<file path="src/design/mexp_pkg.sv">
// Shared widths, request and response types, controller states and command/status groups.
package mexp_pkg;

    localparam int BASE_W = 63;
    localparam int EXP_W  = 63;
    localparam int MOD_W  = 32;
    localparam int CNT_W  = 6;

    typedef struct packed {
        logic [BASE_W-1:0] base;
        logic [EXP_W-1:0]  exponent;
        logic [MOD_W-1:0]  modulus;
    } t_req;

    typedef struct packed {
        logic [MOD_W-1:0] power_mod;
    } t_rsp;

    typedef enum logic [2:0] {
        ST_IDLE,
        ST_REDUCE,
        ST_INIT,
        ST_SCAN,
        ST_MUL,
        ST_SQR,
        ST_DONE
    } t_state;

    typedef struct packed {
        logic load;
        logic red_step;
        logic init;
        logic start_mul;
        logic start_sqr;
        logic mul_step;
        logic wb_acc;
        logic wb_sq;
        logic capture;
    } t_dp_cmd;

    typedef struct packed {
        logic mod_zero;
        logic exp_zero;
        logic exp_lsb;
        logic red_last;
        logic mul_last;
    } t_dp_sts;

endpackage

</file>
<file path="src/design/mexp_dp.sv">
// Operand registers and the shared shift-add-reduce step unit.
module mexp_dp
    import mexp_pkg::*;
(
    input  logic             i_clk,
    input  logic             i_rst_n,
    input  t_req             i_req,
    input  t_dp_cmd          i_cmd,
    output t_dp_sts          o_sts,
    output logic [MOD_W-1:0] o_power_mod
);

    logic [BASE_W-1:0] r_base, n_base;
    logic [EXP_W-1:0]  r_exp,  n_exp;
    logic [MOD_W-1:0]  r_mod,  n_mod;
    logic [MOD_W-1:0]  r_rem,  n_rem;
    logic [MOD_W-1:0]  r_acc,  n_acc;
    logic [MOD_W-1:0]  r_sq,   n_sq;
    logic [MOD_W-1:0]  r_ma,   n_ma;
    logic [MOD_W-1:0]  r_mb,   n_mb;
    logic [MOD_W-1:0]  r_out,  n_out;
    logic [CNT_W-1:0]  r_cnt,  n_cnt;

    logic [MOD_W-1:0] addend;
    logic [MOD_W+1:0] t_sum;
    logic [MOD_W+2:0] d_one;
    logic [MOD_W+2:0] d_two;
    logic [MOD_W-1:0] step;

    always_comb begin
        if (i_cmd.red_step) begin
            addend = {{(MOD_W-1){1'b0}}, r_base[BASE_W-1]};
        end else begin
            addend = r_mb[MOD_W-1] ? r_ma : '0;
        end
        t_sum = {1'b0, r_rem, 1'b0} + {2'b00, addend};
        d_one = {1'b0, t_sum} - {3'b000, r_mod};
        d_two = {1'b0, t_sum} - {2'b00, r_mod, 1'b0};
        if (!d_two[MOD_W+2]) begin
            step = d_two[MOD_W-1:0];
        end else if (!d_one[MOD_W+2]) begin
            step = d_one[MOD_W-1:0];
        end else begin
            step = t_sum[MOD_W-1:0];
        end
    end

    always_comb begin
        n_base = r_base;
        n_exp  = r_exp;
        n_mod  = r_mod;
        n_rem  = r_rem;
        n_acc  = r_acc;
        n_sq   = r_sq;
        n_ma   = r_ma;
        n_mb   = r_mb;
        n_out  = r_out;
        n_cnt  = r_cnt;
        if (i_cmd.load) begin
            n_base = i_req.base;
            n_exp  = i_req.exponent;
            n_mod  = i_req.modulus;
            n_rem  = '0;
            n_cnt  = '0;
        end
        if (i_cmd.red_step) begin
            n_rem  = step;
            n_base = {r_base[BASE_W-2:0], 1'b0};
            n_cnt  = r_cnt + CNT_W'(1);
        end
        if (i_cmd.init) begin
            n_sq  = r_rem;
            n_acc = (r_mod == MOD_W'(1)) ? '0 : MOD_W'(1);
        end
        if (i_cmd.mul_step) begin
            n_rem = step;
            n_mb  = {r_mb[MOD_W-2:0], 1'b0};
            n_cnt = r_cnt + CNT_W'(1);
        end
        if (i_cmd.wb_acc) begin
            n_acc = step;
        end
        if (i_cmd.wb_sq) begin
            n_sq  = step;
            n_exp = {1'b0, r_exp[EXP_W-1:1]};
        end
        if (i_cmd.start_mul) begin
            n_ma  = r_sq;
            n_mb  = r_acc;
            n_rem = '0;
            n_cnt = '0;
        end
        if (i_cmd.start_sqr) begin
            n_ma  = r_sq;
            n_mb  = r_sq;
            n_rem = '0;
            n_cnt = '0;
        end
        if (i_cmd.capture) begin
            n_out = (r_mod == '0) ? '0 : r_acc;
        end
    end

    always_ff @(posedge i_clk) begin
        r_base <= n_base;
        r_exp  <= n_exp;
        r_mod  <= n_mod;
        r_rem  <= n_rem;
        r_acc  <= n_acc;
        r_sq   <= n_sq;
        r_ma   <= n_ma;
        r_mb   <= n_mb;
        r_out  <= n_out;
        r_cnt  <= n_cnt;
    end

    assign o_sts.mod_zero = (r_mod == '0);
    assign o_sts.exp_zero = (r_exp == '0);
    assign o_sts.exp_lsb  = r_exp[0];
    assign o_sts.red_last = (r_cnt == CNT_W'(BASE_W - 1));
    assign o_sts.mul_last = (r_cnt == CNT_W'(MOD_W - 1));
    assign o_power_mod    = r_out;

    a_step_reduced: assert property (@(posedge i_clk) disable iff (!i_rst_n)
        ((i_cmd.red_step || i_cmd.mul_step) && r_mod != '0 && $past(i_cmd.init) == 1'b0
         && r_rem < r_mod && r_ma < r_mod) |=> (r_rem < r_mod))
        else $error("step result not reduced below modulus");

    a_capture_zero_mod: assert property (@(posedge i_clk) disable iff (!i_rst_n)
        (i_cmd.capture && r_mod == '0) |=> (r_out == '0))
        else $error("zero modulus must give zero result");

endmodule

</file>
<file path="config.mk">
export PLATFORM = sky130hd
export DESIGN_NAME = mexp_dp
export DESIGN_NICKNAME = d
export VERILOG_FILES = /design/src/design/mexp_pkg.sv /design/src/design/mexp_dp.sv
export SDC_FILE = /design/constraint.sdc
export NUM_CORES = 1
export LEC_CHECK = 0
export BUFFER_PORTS_ARGS = -buffer_cell sky130_fd_sc_hd__buf_2
export CAP_MARGIN = 20
export CORE_AREA = 2 2 227 229
export DETAILED_ROUTE_END_ITERATION = 7
export DIE_AREA = 0 0 229 231
export GPL_ROUTABILITY_DRIVEN = 0
export PLACE_DENSITY_LB_ADDON = 0.25
export SLEW_MARGIN = 5
export SYNTH_ARGS = -nofsm -noshare
export SYNTH_HDL_FRONTEND = slang
export SYNTH_SLANG_ARGS = --single-unit
</file>
<file path="constraint.sdc">
create_clock -name i_clk -period 16.6 [get_ports i_clk]
set_clock_uncertainty 0.2 [all_clocks]
set_input_delay 1.66 -clock i_clk [delete_from_list [all_inputs] [get_ports i_clk]]
set_output_delay 1.66 -clock i_clk [all_outputs]
set_load 0.01 [all_outputs]
</file>
==> flow_metrics.py <==
metrics = {
    "logic_synthesis": {
        "synth_flop_cell": "sky130_fd_sc_hd__edfxtp_1",
        "ys_seq_area_share_pct": 51.7,
        "post_synth.cell_area_avg_um2": 11.4,
        "syn-instance-count": 1749,
        "yosysWarnings": 0,
        "asyncSetResetFlopFracSynth_pct": 0,
        "synth.cells.most_frequent": "316 x sky130_fd_sc_hd__edfxtp_1, 123 x sky130_fd_sc_hd__nand2_1, 97 x sky130_fd_sc_hd__ha_1",
        "yosys_top_cell_area_share_pct": 47.6,
        "post_synth_instance_area_um2": 19900,
        "synth_edf_count": 316,
        "synth_top_cell_by_area": "sky130_fd_sc_hd__edfxtp_1",
        "synth_seq_cells": 356,
        "synth_cell_types": 88,
        "post_synth_main_area_contributors": "sky130_fd_sc_hd__edfxtp_1 48%, sky130_fd_sc_hd__ha_1 6.1%, sky130_fd_sc_hd__mux2_2 5.0%, sky130_fd_sc_hd__dfxtp_1 4.0%, sky130_fd_sc_hd__a22o_1 3.5%",
        "yosys.cell_count.top_type": "sky130_fd_sc_hd__edfxtp_1",
        "synthesized_nets": 2018,
    },
    "global_route": {
        "grt_pass1_vias": 14400,
        "grt_util_all_layers_pct": 19.0,
        "number_of_antenna_violations_at_the_first_check_in_global_routing": 2,
        "met3_layer_usage_reported_by_global_route_pct": 2.88,
        "global_route.usage.met1_pct": 24.3,
        "grt_remaining_overflow": 0,
        "grt_pass1_wl_um": 79700,
        "global_route.usage.met2_pct": 33.2,
        "grt_most_used_layer": "met2",
        "grt_max_degree": 70,
    },
    "clocking": {
        "hold_buf_count_cts": 0,
        "tritoncts": "done",
        "clk_pin_slew_ps": 60,
        "number_of_gates_resized_after_cts": 0,
        "insertion_delay_ps": 570,
        "clock_tree.buffer_depth": 3,
        "cts_setup_buffers": 0,
        "numClockSinks": 356,
        "cts_inserted_buffers": 41,
        "cell_at_the_root_of_the_clock_tree": "sky130_fd_sc_hd__clkbuf_16",
        "cts-htree-levels": 2,
    },
    "detailed_routing": {
        "drcViolationCount": 0,
        "viasPerCell": 5.46,
        "post_drt_wl_per_cell_um": 19.3,
        "routed-via-count": 14500,
        "dr.pass1.iters": 5,
        "postRouteWirelength_um": 51100,
        "antenna_violating_nets_post_route": 0,
        "drt_iter0_markers": 1060,
    },
    "critical_path": {
        "timing.reg2reg.setup_slack_ps": 9180,
        "endpoint_type_of_the_worst_setup_path": "register",
        "cp-start-kind": "primary input",
        "worst_path_largest_cell_delay_ps": 730,
        "critical_path_buf_inv_count": 4,
        "critical-path-top-delay-family": "compound AO/OA/AOI/OAI gates",
        "worstPathArrival_ps": 8780,
        "cp_common_cell": "sky130_fd_sc_hd__nor2b_1",
        "timing.setup.critical_path_class": "in -> reg",
        "slowest_stage": "sky130_fd_sc_hd__nand3_2",
        "path_max_fanout": 69,
        "worst_ep_required_time_ps": 16670,
    },
    "final_layout": {
        "insertedDiodeCount": 0,
        "fillCellCount": 4778,
        "final_nets": 2203,
        "largest_registers": "r_base: 63 flops, r_exp: 63 flops",
        "drive_gt1_share_pct": 20.7,
        "areaGrowthSynthToFinish_pct": 15.2,
        "layoutNonFillerInstCount": 2647,
        "layout.cell_area.non_filler_um2": 22900,
        "final_core_util_pct": 45.3,
    },
    "floorplan": {
        "io_pins": 206,
        "die_area_um2": 52900,
        "chipWidth_um": 229,
        "die_h_um": 231,
        "floorplan.initialDensity_pct": 39.3,
        "core_um2": 50700,
        "rows": 83,
    },
    "timing": {
        "layout_worst_path_cycle_share_pct": 52.5,
        "fin_setup_tns_ps": 0,
        "rsz0062_at_grt": "false",
        "worst_slew_margin_rel_pct": 36.4,
        "setup-violations-final": 0,
        "finalHoldViolCount": 0,
        "worst_max_slew_pin_slew_ps": 952,
        "postLayoutSetupSlackWorst_ps": 7890,
        "slew_viol_final": 0,
        "max_clock_freq_ghz": 0.115,
        "period_minus_ws_final_ps": 8710,
    },
    "job": {
        "max_cap_violations": 0,
    },
    "placed_design": {
        "placed_cells_incl_taps": 2571,
        "port_buffers": 204,
        "placed_area_um2": 21600,
        "dp_worst_setup_slack_ps": 7410,
        "place_hpwl_um": 36800,
    },
    "power": {
        "ir_worst_vdd_mv": 0.0800,
        "power_leakage_nw": 9.53,
        "power.density_cell_area_nw_per_um2": 159,
    },
    "min_path": {
        "hold_path.class": "reg -> reg",
    },
    "status": {
        "outcome": "finished, final reports clean",
    },
}
## where the power goes
part / switching (mW) / internal, mW / leakage, nW
Clock: 0.381 / 0.523 / 0.658
Combinational: 0.832 / 0.562 / 5.21
Sequential: 0.0996 / 1.25 / 3.66
Total: 1.31 / 2.33 / 9.53
## cell families after synthesis
kind of cell / count (synthesis) / share of synthesized area (%)
and+or+nand+nor: 489 / 12.8
AOI/OAI and AO/OA: 448 / 15.6
DFF: 356 / 51.7
buffers and inverters: 150 / 3.00
muxes: 143 / 7.76
adders and majority gates: 100 / 6.39
xor gates and xnor gates: 63 / 2.77
## per-stage QoR
step | hold WS [ps] | power (mW)
after floorplan | 226 | 2.34
after global placement | 237 | 2.73
after detailed placement | 237 | 2.75
after CTS | 251 | 3.67
after global routing | 266 | 3.87
final | 249 | 3.65
## worst paths after layout
kind | startpoint | endpoint | depth (start not counted)
max reg2reg | r_mb[31] | r_sq[29] | 24
min | r_sq[16] | r_ma[16] | 0
min reg2reg | r_sq[16] | r_ma[16] | 0
max | i_cmd[7] | r_sq[29] | 26
## cells in the final DEF, fill, tap and decap left out, types with 47 or more instances in the layout
cell | netlist | routed
sky130_fd_sc_hd__edfxtp_1 | 316 | 316
sky130_fd_sc_hd__buf_2 | 6 | 203
sky130_fd_sc_hd__nand2_1 | 123 | 123
sky130_fd_sc_hd__ha_1 | 97 | 97
sky130_fd_sc_hd__nor2_1 | 96 | 94
sky130_fd_sc_hd__mux2_2 | 88 | 88
sky130_fd_sc_hd__o21ai_0 | 87 | 87
sky130_fd_sc_hd__a21oi_1 | 84 | 84
sky130_fd_sc_hd__a22o_1 | 79 | 79
sky130_fd_sc_hd__inv_1 | 73 | 73
sky130_fd_sc_hd__mux2i_1 | 54 | 54
sky130_fd_sc_hd__and2_1 | 51 | 51
sky130_fd_sc_hd__xnor2_1 | 47 | 47
## layout make-up
cell class	instances	area, µm²	share of cell area (%)
flip-flops and latches	356	10300	44.9
multi-input cells	1243	9050	39.5
repair buffers	218	1130	4.92
clock inverters	24	243	1.06
well taps	680	851	3.71
clock buffers	52	1100	4.79
inverters	74	278	1.21
## routing by layer
layer	up-vias	part of all wire, %	routed length, µm
met4	0	2.5	1260
met5	-	0	0
met3	81	4.4	2240
li1	7022	-	-
met1	7025	44	22300
met2	325	49	25300
Note: power is estimated with default switching activity, not from simulation.
