===== src/design/mexp_pkg.sv =====
// Shared widths, request and response types, controller states and command/status groups.
package mexp_pkg;

    localparam int BASE_W = 63;
    localparam int EXP_W  = 63;
    localparam int MOD_W  = 32;
    localparam int CNT_W  = 6;

    typedef struct packed {
        logic [BASE_W-1:0] base;
        logic [EXP_W-1:0]  exponent;
        logic [MOD_W-1:0]  modulus;
    } t_req;

    typedef struct packed {
        logic [MOD_W-1:0] power_mod;
    } t_rsp;

    typedef enum logic [2:0] {
        ST_IDLE,
        ST_REDUCE,
        ST_INIT,
        ST_SCAN,
        ST_MUL,
        ST_SQR,
        ST_DONE
    } t_state;

    typedef struct packed {
        logic load;
        logic red_step;
        logic init;
        logic start_mul;
        logic start_sqr;
        logic mul_step;
        logic wb_acc;
        logic wb_sq;
        logic capture;
    } t_dp_cmd;

    typedef struct packed {
        logic mod_zero;
        logic exp_zero;
        logic exp_lsb;
        logic red_last;
        logic mul_last;
    } t_dp_sts;

endpackage


===== src/design/mexp_ctrl.sv =====
// Sequencing state machine for reduction, multiply and square passes.
module mexp_ctrl
    import mexp_pkg::*;
(
    input  logic    i_clk,
    input  logic    i_rst_n,
    input  logic    i_req_valid,
    output logic    o_req_ready,
    output logic    o_rsp_valid,
    input  logic    i_rsp_ready,
    output t_dp_cmd o_cmd,
    input  t_dp_sts i_sts
);

    t_state r_state;
    t_state n_state;
    logic   r_rsp_valid;
    logic   n_rsp_valid;

    always_ff @(posedge i_clk) begin
        if (!i_rst_n) begin
            r_state     <= ST_IDLE;
            r_rsp_valid <= 1'b0;
        end else begin
            r_state     <= n_state;
            r_rsp_valid <= n_rsp_valid;
        end
    end

    always_comb begin
        n_state     = r_state;
        n_rsp_valid = r_rsp_valid && !i_rsp_ready;
        o_cmd       = '0;
        o_req_ready = 1'b0;
        case (r_state)
            ST_IDLE: begin
                o_req_ready = 1'b1;
                if (i_req_valid) begin
                    o_cmd.load = 1'b1;
                    n_state    = ST_REDUCE;
                end
            end
            ST_REDUCE: begin
                o_cmd.red_step = 1'b1;
                if (i_sts.red_last) begin
                    n_state = ST_INIT;
                end
            end
            ST_INIT: begin
                o_cmd.init = 1'b1;
                n_state    = ST_SCAN;
            end
            ST_SCAN: begin
                if (i_sts.mod_zero || i_sts.exp_zero) begin
                    n_state = ST_DONE;
                end else if (i_sts.exp_lsb) begin
                    o_cmd.start_mul = 1'b1;
                    n_state         = ST_MUL;
                end else begin
                    o_cmd.start_sqr = 1'b1;
                    n_state         = ST_SQR;
                end
            end
            ST_MUL: begin
                o_cmd.mul_step = 1'b1;
                if (i_sts.mul_last) begin
                    o_cmd.wb_acc    = 1'b1;
                    o_cmd.start_sqr = 1'b1;
                    n_state         = ST_SQR;
                end
            end
            ST_SQR: begin
                o_cmd.mul_step = 1'b1;
                if (i_sts.mul_last) begin
                    o_cmd.wb_sq = 1'b1;
                    n_state     = ST_SCAN;
                end
            end
            ST_DONE: begin
                if (!r_rsp_valid || i_rsp_ready) begin
                    o_cmd.capture = 1'b1;
                    n_rsp_valid   = 1'b1;
                    n_state       = ST_IDLE;
                end
            end
            default: begin
                n_state = ST_IDLE;
            end
        endcase
    end

    assign o_rsp_valid = r_rsp_valid;

    a_accept_starts_reduce: assert property (@(posedge i_clk) disable iff (!i_rst_n)
        (i_req_valid && o_req_ready) |=> (r_state == ST_REDUCE))
        else $error("accepted request did not start base reduction");

    a_done_delivers: assert property (@(posedge i_clk) disable iff (!i_rst_n)
        (r_state == ST_DONE && (!r_rsp_valid || i_rsp_ready)) |=>
        (r_rsp_valid && r_state == ST_IDLE))
        else $error("finished result not presented");

    a_cmd_exclusive: assert property (@(posedge i_clk) disable iff (!i_rst_n)
        $onehot0({o_cmd.load, o_cmd.red_step, o_cmd.init, o_cmd.start_mul, o_cmd.capture}))
        else $error("conflicting datapath commands");

endmodule


===== config.mk =====
export PLATFORM = sky130hd
export DESIGN_NAME = mexp_ctrl
export DESIGN_NICKNAME = d
export VERILOG_FILES = /design/src/design/mexp_pkg.sv /design/src/design/mexp_ctrl.sv
export SDC_FILE = /design/constraint.sdc
export NUM_CORES = 1
export LEC_CHECK = 0
export ABC_AREA = 1
export CAP_MARGIN = 5
export CELL_PAD_IN_SITES_DETAIL_PLACEMENT = 1
export CELL_PAD_IN_SITES_GLOBAL_PLACEMENT = 1
export CORE_AREA = 2 2 39 41
export DETAILED_ROUTE_END_ITERATION = 10
export DIE_AREA = 0 0 41 43
export DONT_BUFFER_PORTS = 1
export HOLD_SLACK_MARGIN = 0.12
export PLACE_DENSITY = 0.68
export SETUP_SLACK_MARGIN = 0.4
export SYNTH_ARGS = -nofsm -noshare
export SYNTH_HDL_FRONTEND = slang
export SYNTH_SLANG_ARGS = --single-unit

===== constraint.sdc =====
create_clock -name i_clk -period 4.14 [get_ports i_clk]
set_clock_uncertainty 0.2 [all_clocks]
set_input_delay 0.414 -clock i_clk [delete_from_list [all_inputs] [get_ports i_clk]]
set_output_delay 0.414 -clock i_clk [all_outputs]
set_load 0.005 [all_outputs]

==> impl_metrics.py, run 1 <==
metrics = {
    "pwr": {
        "peakVddDrop_uv": 210,
        "p_per_area_nw_per_um2": 752,
        "switching_share_pct": 52.7,
        "intPower_mw": 0.147,
        "p_seq_share_pct": 28.5,
        "p_sw_mw": 0.164,
        "p_leak_nw": 0.203,
        "p_clk_share_pct": 15.8,
        "power_frac_comb_pct": 55.7,
    },
    "global_route": {
        "track_usage_pct": 12.6,
        "grt_overflow_total": 0,
        "grt_pass1_vias": 359,
        "grt_max_degree": 9,
        "antenna_found_initial": 0,
        "grt_pass1_wl_um": 1440,
    },
    "die": {
        "io_pins": 20,
        "chipWidth_um": 41,
        "num_rows": 14,
        "die_y_um": 43,
        "core_sq_um": 1380,
        "die-area_sq_um": 1760,
        "initial_core_util_pct": 27.3,
    },
    "critical_path": {
        "crit_path_max_incr_delay_ps": 490,
        "rrSetupSlack_ps": 2630,
        "crit_family": "simple AND/OR/NAND/NOR gates",
        "reg2reg_depth": 7,
        "r2r-end": "r_state[2]",
        "slowest_stage": "dfxtp_1",
        "crit_fanout": 8,
        "required_ps": 3530,
        "path_cells": "inv_2 -> nor2_1 -> nand2_1 -> nor4_1",
        "crit_type": "flop to primary output",
        "r2r-start": "r_state[2]",
        "worst_setup_path_end_kind": "primary output",
        "cp.buffers_inverters": 1,
        "arrival_ps": 1370,
        "start_kind": "flop",
    },
    "status": {
        "outcome": "finished, final reports clean",
    },
    "yosys": {
        "ys_seq_elements": 4,
        "syn_inst": 60,
        "syn-cell-area_sq_um": 378,
        "postSynthAreaPerCell_sq_um": 6.30,
        "yosysSeqAreaShare_pct": 21.2,
        "synth_cell_type_count": 20,
        "yosysWarningCount": 0,
        "synth_nets": 69,
    },
    "sta": {
        "max_freq_ghz": 0.505,
        "slew_violations": 0,
        "hold_viol": 0,
        "max_slew.worst_pin.slew_ps": 358,
        "maxSlewHeadroom_pct": 75.9,
        "final.setup.worst_slack_ps": 2160,
        "fin_crit_sh_pct": 47.9,
        "whs_ps": 224,
        "finalSetupTns_ps": 0,
        "rsz0062_at_grt": "no",
        "finalCriticalPeriod_ps": 1980,
        "finalSetupViolCount": 0,
    },
    "cts": {
        "cts_tree": "yes",
        "clockBufferDepth": 2,
        "path_clk_slew_ps": 40,
        "cts_root_buffer": "clkbuf_4",
        "clock_latency_ps": 240,
        "numCtsBuffers": 3,
        "cts.sinks": 4,
        "htreeDepth": 1,
        "cts_setup_buffers": 0,
    },
    "detailed_routing": {
        "drtIter0Drc": 3,
        "drt_first_pass_iters": 4,
        "ant_nets": 0,
        "route.detailed.drc": 0,
        "drt_wl_total_um": 892,
        "dr_total_vias": 384,
        "vias_per_cell": 4.92,
        "post_drt_wl_per_cell_um": 11.4,
    },
    "final_layout": {
        "drive_above_1_share_pct": 29.0,
        "layout_commonest_cell": "nand2_1",
        "final_cell_mix": "12 x nand2_1, 9 x nor2_1, 7 x inv_1",
        "antennaDiodeCount": 0,
        "layout.cells.non_filler": 78,
        "fin_nets": 73,
        "area_delta_synth_final_pct": 9.60,
    },
    "placement": {
        "dpl_worst_slack_ps": 2420,
        "portBuffers": 0,
        "dp_cells": 74,
        "routabilityCongestion": 0.785,
        "hpwl_um": 747,
    },
    "min_path": {
        "hp-start": "i_rsp_ready",
        "hold_depth": 2,
        "min_delay_worst_endpoint": "o_rsp_valid",
        "hp-class": "input port to flop",
    },
    "job": {
        "drv_cap": 0,
    },
}
## state kept, by name, summed over array words and instances (netlist names)
| signal | count |
|---|---|
| o_rsp_valid | 1 |
| r_state | 3 |
## Yosys cell counts
cell	n	area [sq um]
nand2_1	12	45.0
nor2_1	9	33.8
inv_1	7	26.3
nor2_2	5	31.3
dfxtp_1	4	80.1
inv_2	3	11.3
nand3_1	3	15.0
nor3_1	3	15.0
nand2_2	2	12.5
nand3_2	2	20.0
a21oi_4	1	16.3
buf_2	1	5.00
buf_6	1	11.3
nand2_4	1	11.3
nand3b_1	1	7.51
nor2_4	1	11.3
nor4_1	1	6.26
o21a_1	1	7.51
o21ai_0	1	5.00
o22ai_1	1	6.26
## what timing repair did
action | 4_1_cts | 5_1_grt
resized for setup | 0 | 0
endpoints found under the hold margin | 4 | 0
endpoints found under the setup margin | 0 | 0
hold buffers | 1 | 0
## metrics by stage
| stage | cell area (sq um) | power, mW | utilization (%) |
|---|---|---|---|
| 2_1_floorplan | 378 | 0.244 | - |
| 6_report | 414 | 0.311 | 29.9 |
| 3_5_place_dp | 382 | 0.267 | 27.6 |
| 3_3_place_gp | 382 | 0.261 | 27.6 |
| 4_1_cts | 414 | 0.319 | 29.9 |
| 5_1_grt | 414 | 0.352 | 29.9 |
## power by group through the flow
| stage | Combinational, mW | Sequential [mW] | Clock (mW) |
|---|---|---|---|
| 2_1_floorplan | 0.179 | 0.0658 | 0 |
| 3_3_place_gp | 0.171 | 0.0898 | 0 |
| 3_5_place_dp | 0.177 | 0.0899 | 0 |
| 4_1_cts | 0.178 | 0.0897 | 0.0510 |
| 5_1_grt | 0.203 | 0.0943 | 0.0550 |
| 6_report | 0.174 | 0.0888 | 0.0491 |
## cell families (layout without fill, tap and decap cells)
family,after synthesis,after routing,synth area share [%]
DFF,4,4,21.2
AOI/OAI and AO/OA,4,4,9.27
buffers and inverters,12,14,14.2
and+or+nand+nor,40,40,55.3
## worst register-to-register path: stages (launching register included)
cell and delay (ps):
dfxtp_1 520, nor2_1 130, nand3_1 100, nand3_2 80
nor2_4 180, nand2_1 80, nand2_1 80, nor2_2 30
## routing by layer
metal	vias up	global-route usage [%]	share of wire (%)
li1	190	-	-
met1	181	12.8	38
met2	13	19.4	52
met3	0	9.42	9.2
met4	0	4.00	0
met5	-	0	0
## how the worst max path moves through the flow
stage	startpoint	end	slack [ps]	depth (start not counted)
final	r_state[0]	o_cmd[5]	2160	4
after global routing	r_state[0]	o_cmd[5]	2020	4
after CTS	r_state[0]	o_cmd[5]	2170	4
after detailed placement	r_state[0]	o_cmd[5]	2420	4
after global placement	r_state[0]	o_cmd[5]	2470	4
after floorplan	r_state[2]	o_cmd[5]	2620	4
## layout make-up
cell class                      count  area (sq um)
Fill cell                         188           970
Sequential cell                     4          80.1
Tap cell                           16          20.0
Timing Repair Buffer                1          10.0
Multi-Input combinational cell     44           244
Inverter                           10          37.5
Clock buffer                        3          22.5
Note: power is estimated with default switching activity, not from simulation.
==> inputs of run 2 (changes only) <==
Settings changed: ABC_AREA 1 to 0, PLACE_DENSITY 0.68 to 0.63.
Clock period 4.14 ns to 1.8 ns, I/O delays scaled along.
==> impl_metrics.py, run 2 <==
metrics = {
    "yosys": {
        "synth-simple-area-share_pct": 39.8,
        "yosysTopAreaCellShare_pct": 23.8,
        "synth_top_cell_by_area": "dfxtp_1",
        "post-synth-top-count-cell": "nor2_1",
        "muxShareOfSynthArea_pct": 2.97,
        "syn-cell-area_sq_um": 337,
        "yosysSeqAreaShare_pct": 23.8,
        "postSynthAreaPerCell_sq_um": 7.48,
        "yosysWarningCount": 0,
        "synth_nets": 54,
        "synthTopCellsByCount": "6 x nor2_1, 5 x a21oi_1, 5 x nand2b_1",
        "ys_seq_elements": 4,
        "synthXorXnorAreaFrac_pct": 0,
        "synth_top_family_by_area": "simple AND/OR/NAND/NOR gates",
        "ys.flop_type": "dfxtp_1",
        "synth_fa_ha_area_share_pct": 0,
        "synth_cell_type_count": 23,
        "syn_inst": 45,
        "synth_edf_count": 0,
        "synth.area.top_cells": "dfxtp_1 24%, nand2b_1 9.3%, a21oi_1 7.4%, nor2_1 6.7%, nand3b_4 5.9%",
        "synthArstFlopShare_pct": 0,
        "synth_compound_area_share_pct": 24.5,
    },
    "final_layout": {
        "largest_register_ffs": 3,
        "antennaDiodeCount": 0,
        "multi_input_area_sq_um": 309,
        "final_cell_mix": "8 x buf_4, 6 x dlygate4sd3_1, 5 x a21oi_1",
        "regMostFlops": "r_state",
        "layout.cells.non_filler": 77,
        "fin_nets": 72,
        "fillers": 167,
        "drive_above_1_share_pct": 50.8,
        "layout_commonest_cell": "buf_4",
        "regArea_sq_um": 91.3,
        "design_area_sq_um": 589,
        "area_delta_synth_final_pct": 75.1,
    },
    "pwr": {
        "switching_share_pct": 30.8,
        "peakVddDrop_uv": 425,
        "p_per_area_nw_per_um2": 614,
        "p_sw_mw": 0.111,
        "power_frac_comb_pct": 40.1,
        "p_leak_nw": 0.252,
        "p_seq_share_pct": 29.7,
        "intPower_mw": 0.250,
        "p_clk_share_pct": 30.3,
    },
    "sta": {
        "finalSetupTns_ps": 0,
        "max_slew.worst_pin.slew_ps": 321,
        "fin_crit_sh_pct": 87.2,
        "finalCriticalPeriod_ps": 1570,
        "finalSetupViolCount": 0,
        "max_freq_ghz": 0.637,
        "slew_violations": 0,
        "rsz0062_at_grt": "yes",
        "whs_ps": 110,
        "maxSlewHeadroom_pct": 78.3,
        "hold_viol": 0,
    },
    "detailed_routing": {
        "drt_wl_total_um": 1130,
        "post_drt_wl_per_cell_um": 14.6,
        "dr_total_vias": 375,
        "drtIter0Drc": 1,
        "route.detailed.drc": 0,
        "drt_first_pass_iters": 2,
        "ant_nets": 0,
        "vias_per_cell": 4.87,
    },
    "critical_path": {
        "crit_fanout": 3,
        "rrSetupSlack_ps": 480,
        "required_ps": 1420,
        "worst_setup_path_end_kind": "primary output",
        "crit_type": "flop to primary output",
        "start_kind": "flop",
        "arrival_ps": 1190,
    },
    "cts": {
        "cts.sinks": 4,
        "cts_root_buffer": "clkbuf_4",
        "clockBufferDepth": 2,
        "path_clk_slew_ps": 40,
        "clock_latency_ps": 230,
        "htreeDepth": 1,
        "cts_tree": "yes",
        "numCtsBuffers": 3,
    },
    "global_route": {
        "grt_max_degree": 9,
        "grt_overflow_total": 0,
        "antenna_found_initial": 0,
        "track_usage_pct": 15.9,
        "grt_pass1_wl_um": 1860,
        "grt_pass1_vias": 412,
    },
    "die": {
        "initial_core_util_pct": 24.3,
        "die-area_sq_um": 1760,
        "die_y_um": 43,
        "io_pins": 20,
        "num_rows": 14,
        "chipWidth_um": 41,
        "core_sq_um": 1380,
    },
    "placement": {
        "placed_area_sq_um": 330,
        "hpwl_um": 659,
        "routabilityCongestion": 0.740,
        "portBuffers": 0,
        "dp_cells": 58,
    },
    "status": {
        "outcome": "finished, final reports clean",
    },
    "min_path": {
        "hp-class": "input port to flop",
    },
    "job": {
        "drv_cap": 0,
    },
}
## run 2: layout make-up
cell class / count / share of cell area, %
repair buffers: 16 / 24.2
multi-input cells: 37 / 52.4
inverters: 1 / 0.637
flip-flops and latches: 4 / 15.5
clock buffers: 3 / 3.82
well taps: 16 / 3.40
## run 2: logic make-up after synthesis
| group | count (synthesis) |
|---|---|
| multiplexers | 1 |
| flip-flops | 4 |
| AND/OR/NAND/NOR | 23 |
| buffers and inverters | 4 |
| AO/OA/AOI/OAI | 13 |
## run 2: path summary, 6_finish.rpt
path | to | cells past startpoint | from
min | r_state[0] | 4 | i_sts[2]
max | o_cmd[4] | 3 | r_state[2]
max reg2reg | r_state[0] | 5 | r_state[1]
min reg2reg | r_state[2] | 2 | r_state[0]
## run 2: stage by stage
step / utilization (%) / power, mW / setup slack [ps]
final: 42.6 / 0.362 / 231
after global routing: 42.6 / 0.392 / 164
after CTS: 39.8 / 0.357 / 188
after detailed placement: 23.9 / 0.168 / 167
after global placement: 23.9 / 0.167 / 203
after floorplan: - / 0.165 / 395
## run 2: critical path: stages (launching register included)
cell	delay [ps]
dfxtp_4	340
nand3b_4	150
or3_4	350
o21bai_4	120
## run 2: power by group through the flow
| stage | Clock [mW] | Sequential, mW | Combinational, mW |
|---|---|---|---|
| floorplan | 0 | 0.103 | 0.0618 |
| global placement | 0 | 0.121 | 0.0461 |
| detailed placement | 0 | 0.122 | 0.0463 |
| CTS | 0.116 | 0.107 | 0.135 |
| global route | 0.125 | 0.109 | 0.158 |
| finish | 0.109 | 0.107 | 0.145 |
## run 2: routing by layer
metal	GRT usage, %	wire length [um]	up-vias
met4	0	0	0
met2	28.7	628	10
met5	0	0	-
li1	-	-	192
met1	16.1	426	173
met3	8.38	71	0
## run 2: timing repair
| item | in CTS | in global routing |
|---|---|---|
| resized for setup | 19 | 7 |
| endpoints found under the hold margin | 4 | 0 |
| endpoints found under the setup margin | 11 | 9 |
| hold buffers | 6 | 0 |
| buffers inserted | 9 | 1 |
| pin swaps | 6 | 6 |
==> inputs of run 3 (changes only) <==
==> constraint.sdc (replaced) <==
create_clock -name i_clk -period 1.8 [get_ports i_clk]
set_clock_uncertainty 0.2 [all_clocks]
set_input_delay 0.27 -clock i_clk [delete_from_list [all_inputs] [get_ports i_clk]]
set_output_delay 0.27 -clock i_clk [all_outputs]
set_load 0.005 [all_outputs]
==> impl_metrics.py, run 3 (synthesized netlist as in run 2, its figures left out) <==
metrics = {
    "sta": {
        "maxSlewHeadroom_pct": 84.1,
        "finalSetupViolCount": 0,
        "fin_crit_sh_pct": 92.4,
        "slew_violations": 0,
        "finalSetupTns_ps": 0,
        "max_slew.worst_pin.slew_ps": 238,
        "hold_viol": 0,
        "rsz0062_at_grt": "yes",
        "finalCriticalPeriod_ps": 1660,
        "max_freq_ghz": 0.601,
        "whs_ps": 143,
    },
    "final_layout": {
        "antennaDiodeCount": 0,
        "design_area_sq_um": 653,
        "area_delta_synth_final_pct": 94.1,
        "final_cell_mix": "7 x buf_6, 4 x buf_4",
        "regMostFlops": "r_state",
        "largest_register_ffs": 3,
        "fin_nets": 70,
        "drive_above_1_share_pct": 64.4,
        "layout_commonest_cell": "buf_6",
        "layout.cells.non_filler": 75,
        "fillers": 160,
    },
    "detailed_routing": {
        "routed-wl-met3_um": 56,
        "ant_nets": 0,
        "drt_first_pass_iters": 1,
        "route.detailed.drc": 0,
        "post_drt_wl_per_cell_um": 17.4,
        "drt_wl_total_um": 1310,
        "wl_met1_um": 475,
        "vias_per_cell": 5.16,
        "dr_wl_met2_um": 756,
        "drtIter0Drc": 0,
        "dr_total_vias": 387,
        "maxUsedRoutingLayer": "met4",
    },
    "cts": {
        "htreeDepth": 1,
        "path_clk_slew_ps": 40,
        "clockBufferDepth": 2,
        "cts.sinks": 4,
        "numCtsBuffers": 3,
        "clock_latency_ps": 240,
        "cts_tree": "yes",
        "cts_root_buffer": "clkbuf_4",
    },
    "critical_path": {
        "start_kind": "flop",
        "crit_type": "flop to primary output",
        "required_ps": 1330,
        "crit_family": "simple AND/OR/NAND/NOR gates",
        "cp.buffers_inverters": 0,
        "crit_fanout": 2,
        "path_cells": "nand3b_4 -> or3_4 -> o21bai_4",
        "slowest_stage": "or3_4",
        "arrival_ps": 1190,
        "crit_path_max_incr_delay_ps": 350,
        "worst_setup_path_end_kind": "primary output",
    },
    "global_route": {
        "grt_max_degree": 11,
        "track_usage_pct": 16.9,
        "grt_overflow_total": 0,
        "antenna_found_initial": 0,
        "grt_pass1_wl_um": 1960,
        "grt_pass1_vias": 432,
    },
    "job": {
        "drv_cap": 0,
    },
    "pwr": {
        "p_clk_share_pct": 28.3,
        "finalPower_mw": 0.410,
        "p_sw_mw": 0.138,
        "intPower_mw": 0.272,
        "p_seq_share_pct": 26.0,
        "switching_share_pct": 33.7,
        "peakVddDrop_uv": 308,
        "p_per_area_nw_per_um2": 628,
        "p_leak_nw": 0.255,
        "power_frac_comb_pct": 45.7,
    },
    "die": {
        "core_sq_um": 1380,
        "io_pins": 20,
        "initial_core_util_pct": 24.3,
        "chipWidth_um": 41,
        "die-area_sq_um": 1760,
        "die_y_um": 43,
        "num_rows": 14,
    },
    "min_path": {
        "hp-class": "input port to flop",
    },
    "placement": {
        "dp_cells": 62,
        "routabilityCongestion": 0.739,
        "portBuffers": 0,
        "hpwl_um": 706,
        "placed_area_sq_um": 360,
    },
    "status": {
        "outcome": "finished, final reports clean",
    },
}
==> run 3: cell types whose count changed in the layout (fill, tap and decap cells not counted), sizes merged <==
cell         before  now
dlygate4sd3       6    3
buf              10   11
==> run 3: routing by layer <==
metal  track usage [%]  vias to the layer above
li1                  -                      186
met1              17.4                      187
met2              28.7                       12
met3              3.14                        2
met4              10.7                        0
met5                 0                        -
==> run 3: what timing repair did <==
action,4_1_cts,5_1_grt
pin swaps,6,7
setup buffers,2,5
resized for setup,26,17
hold endpoints to repair,4,0
hold buffers,3,0
setup endpoints to repair,11,11
==> run 3: cell type report <==
cell class / instances / area (sq um) / area share [%]
clock buffers: 3 / 22.5 / 3.45
inverters: 1 / 3.75 / 0.575
multi-input cells: 37 / 377 / 57.7
flip-flops and latches: 4 / 91.3 / 14.0
well taps: 16 / 20.0 / 3.07
repair buffers: 14 / 139 / 21.3
==> run 3: power groups by stage <==
| stage | sequential [mW] | combinational, mW | clock [mW] |
|---|---|---|---|
| after CTS | 0.109 | 0.126 | 0.119 |
| final | 0.107 | 0.187 | 0.116 |
| after global placement | 0.108 | 0.0758 | 0 |
| after floorplan | 0.103 | 0.0618 | 0 |
| after global routing | 0.108 | 0.199 | 0.125 |
| after detailed placement | 0.110 | 0.0751 | 0 |
==> run 3: worst min-delay path, stage by stage <==
cell      delay [ps]
a211oi_4          40
a21oi_2          110
o21a_1           130
==> run 3: path summary, 6_finish.rpt <==
kind / startpoint / to / slack (ps) / depth (start not counted)
setup / recovery: r_state[2] / o_cmd[4] / 140 / 3
hold / removal: i_req_valid / r_state[0] / 140 / 3
setup reg to reg: r_state[0] / r_state[2] / 390 / 6
hold reg to reg: r_state[0] / r_state[2] / 330 / 2
==> run 3: through the flow <==
step	utilization [%]	worst slack [ps]
after floorplan	-	305
after global placement	26.0	276
after detailed placement	26.0	244
after CTS	37.9	97.5
after global routing	47.2	77.6
final	47.2	136
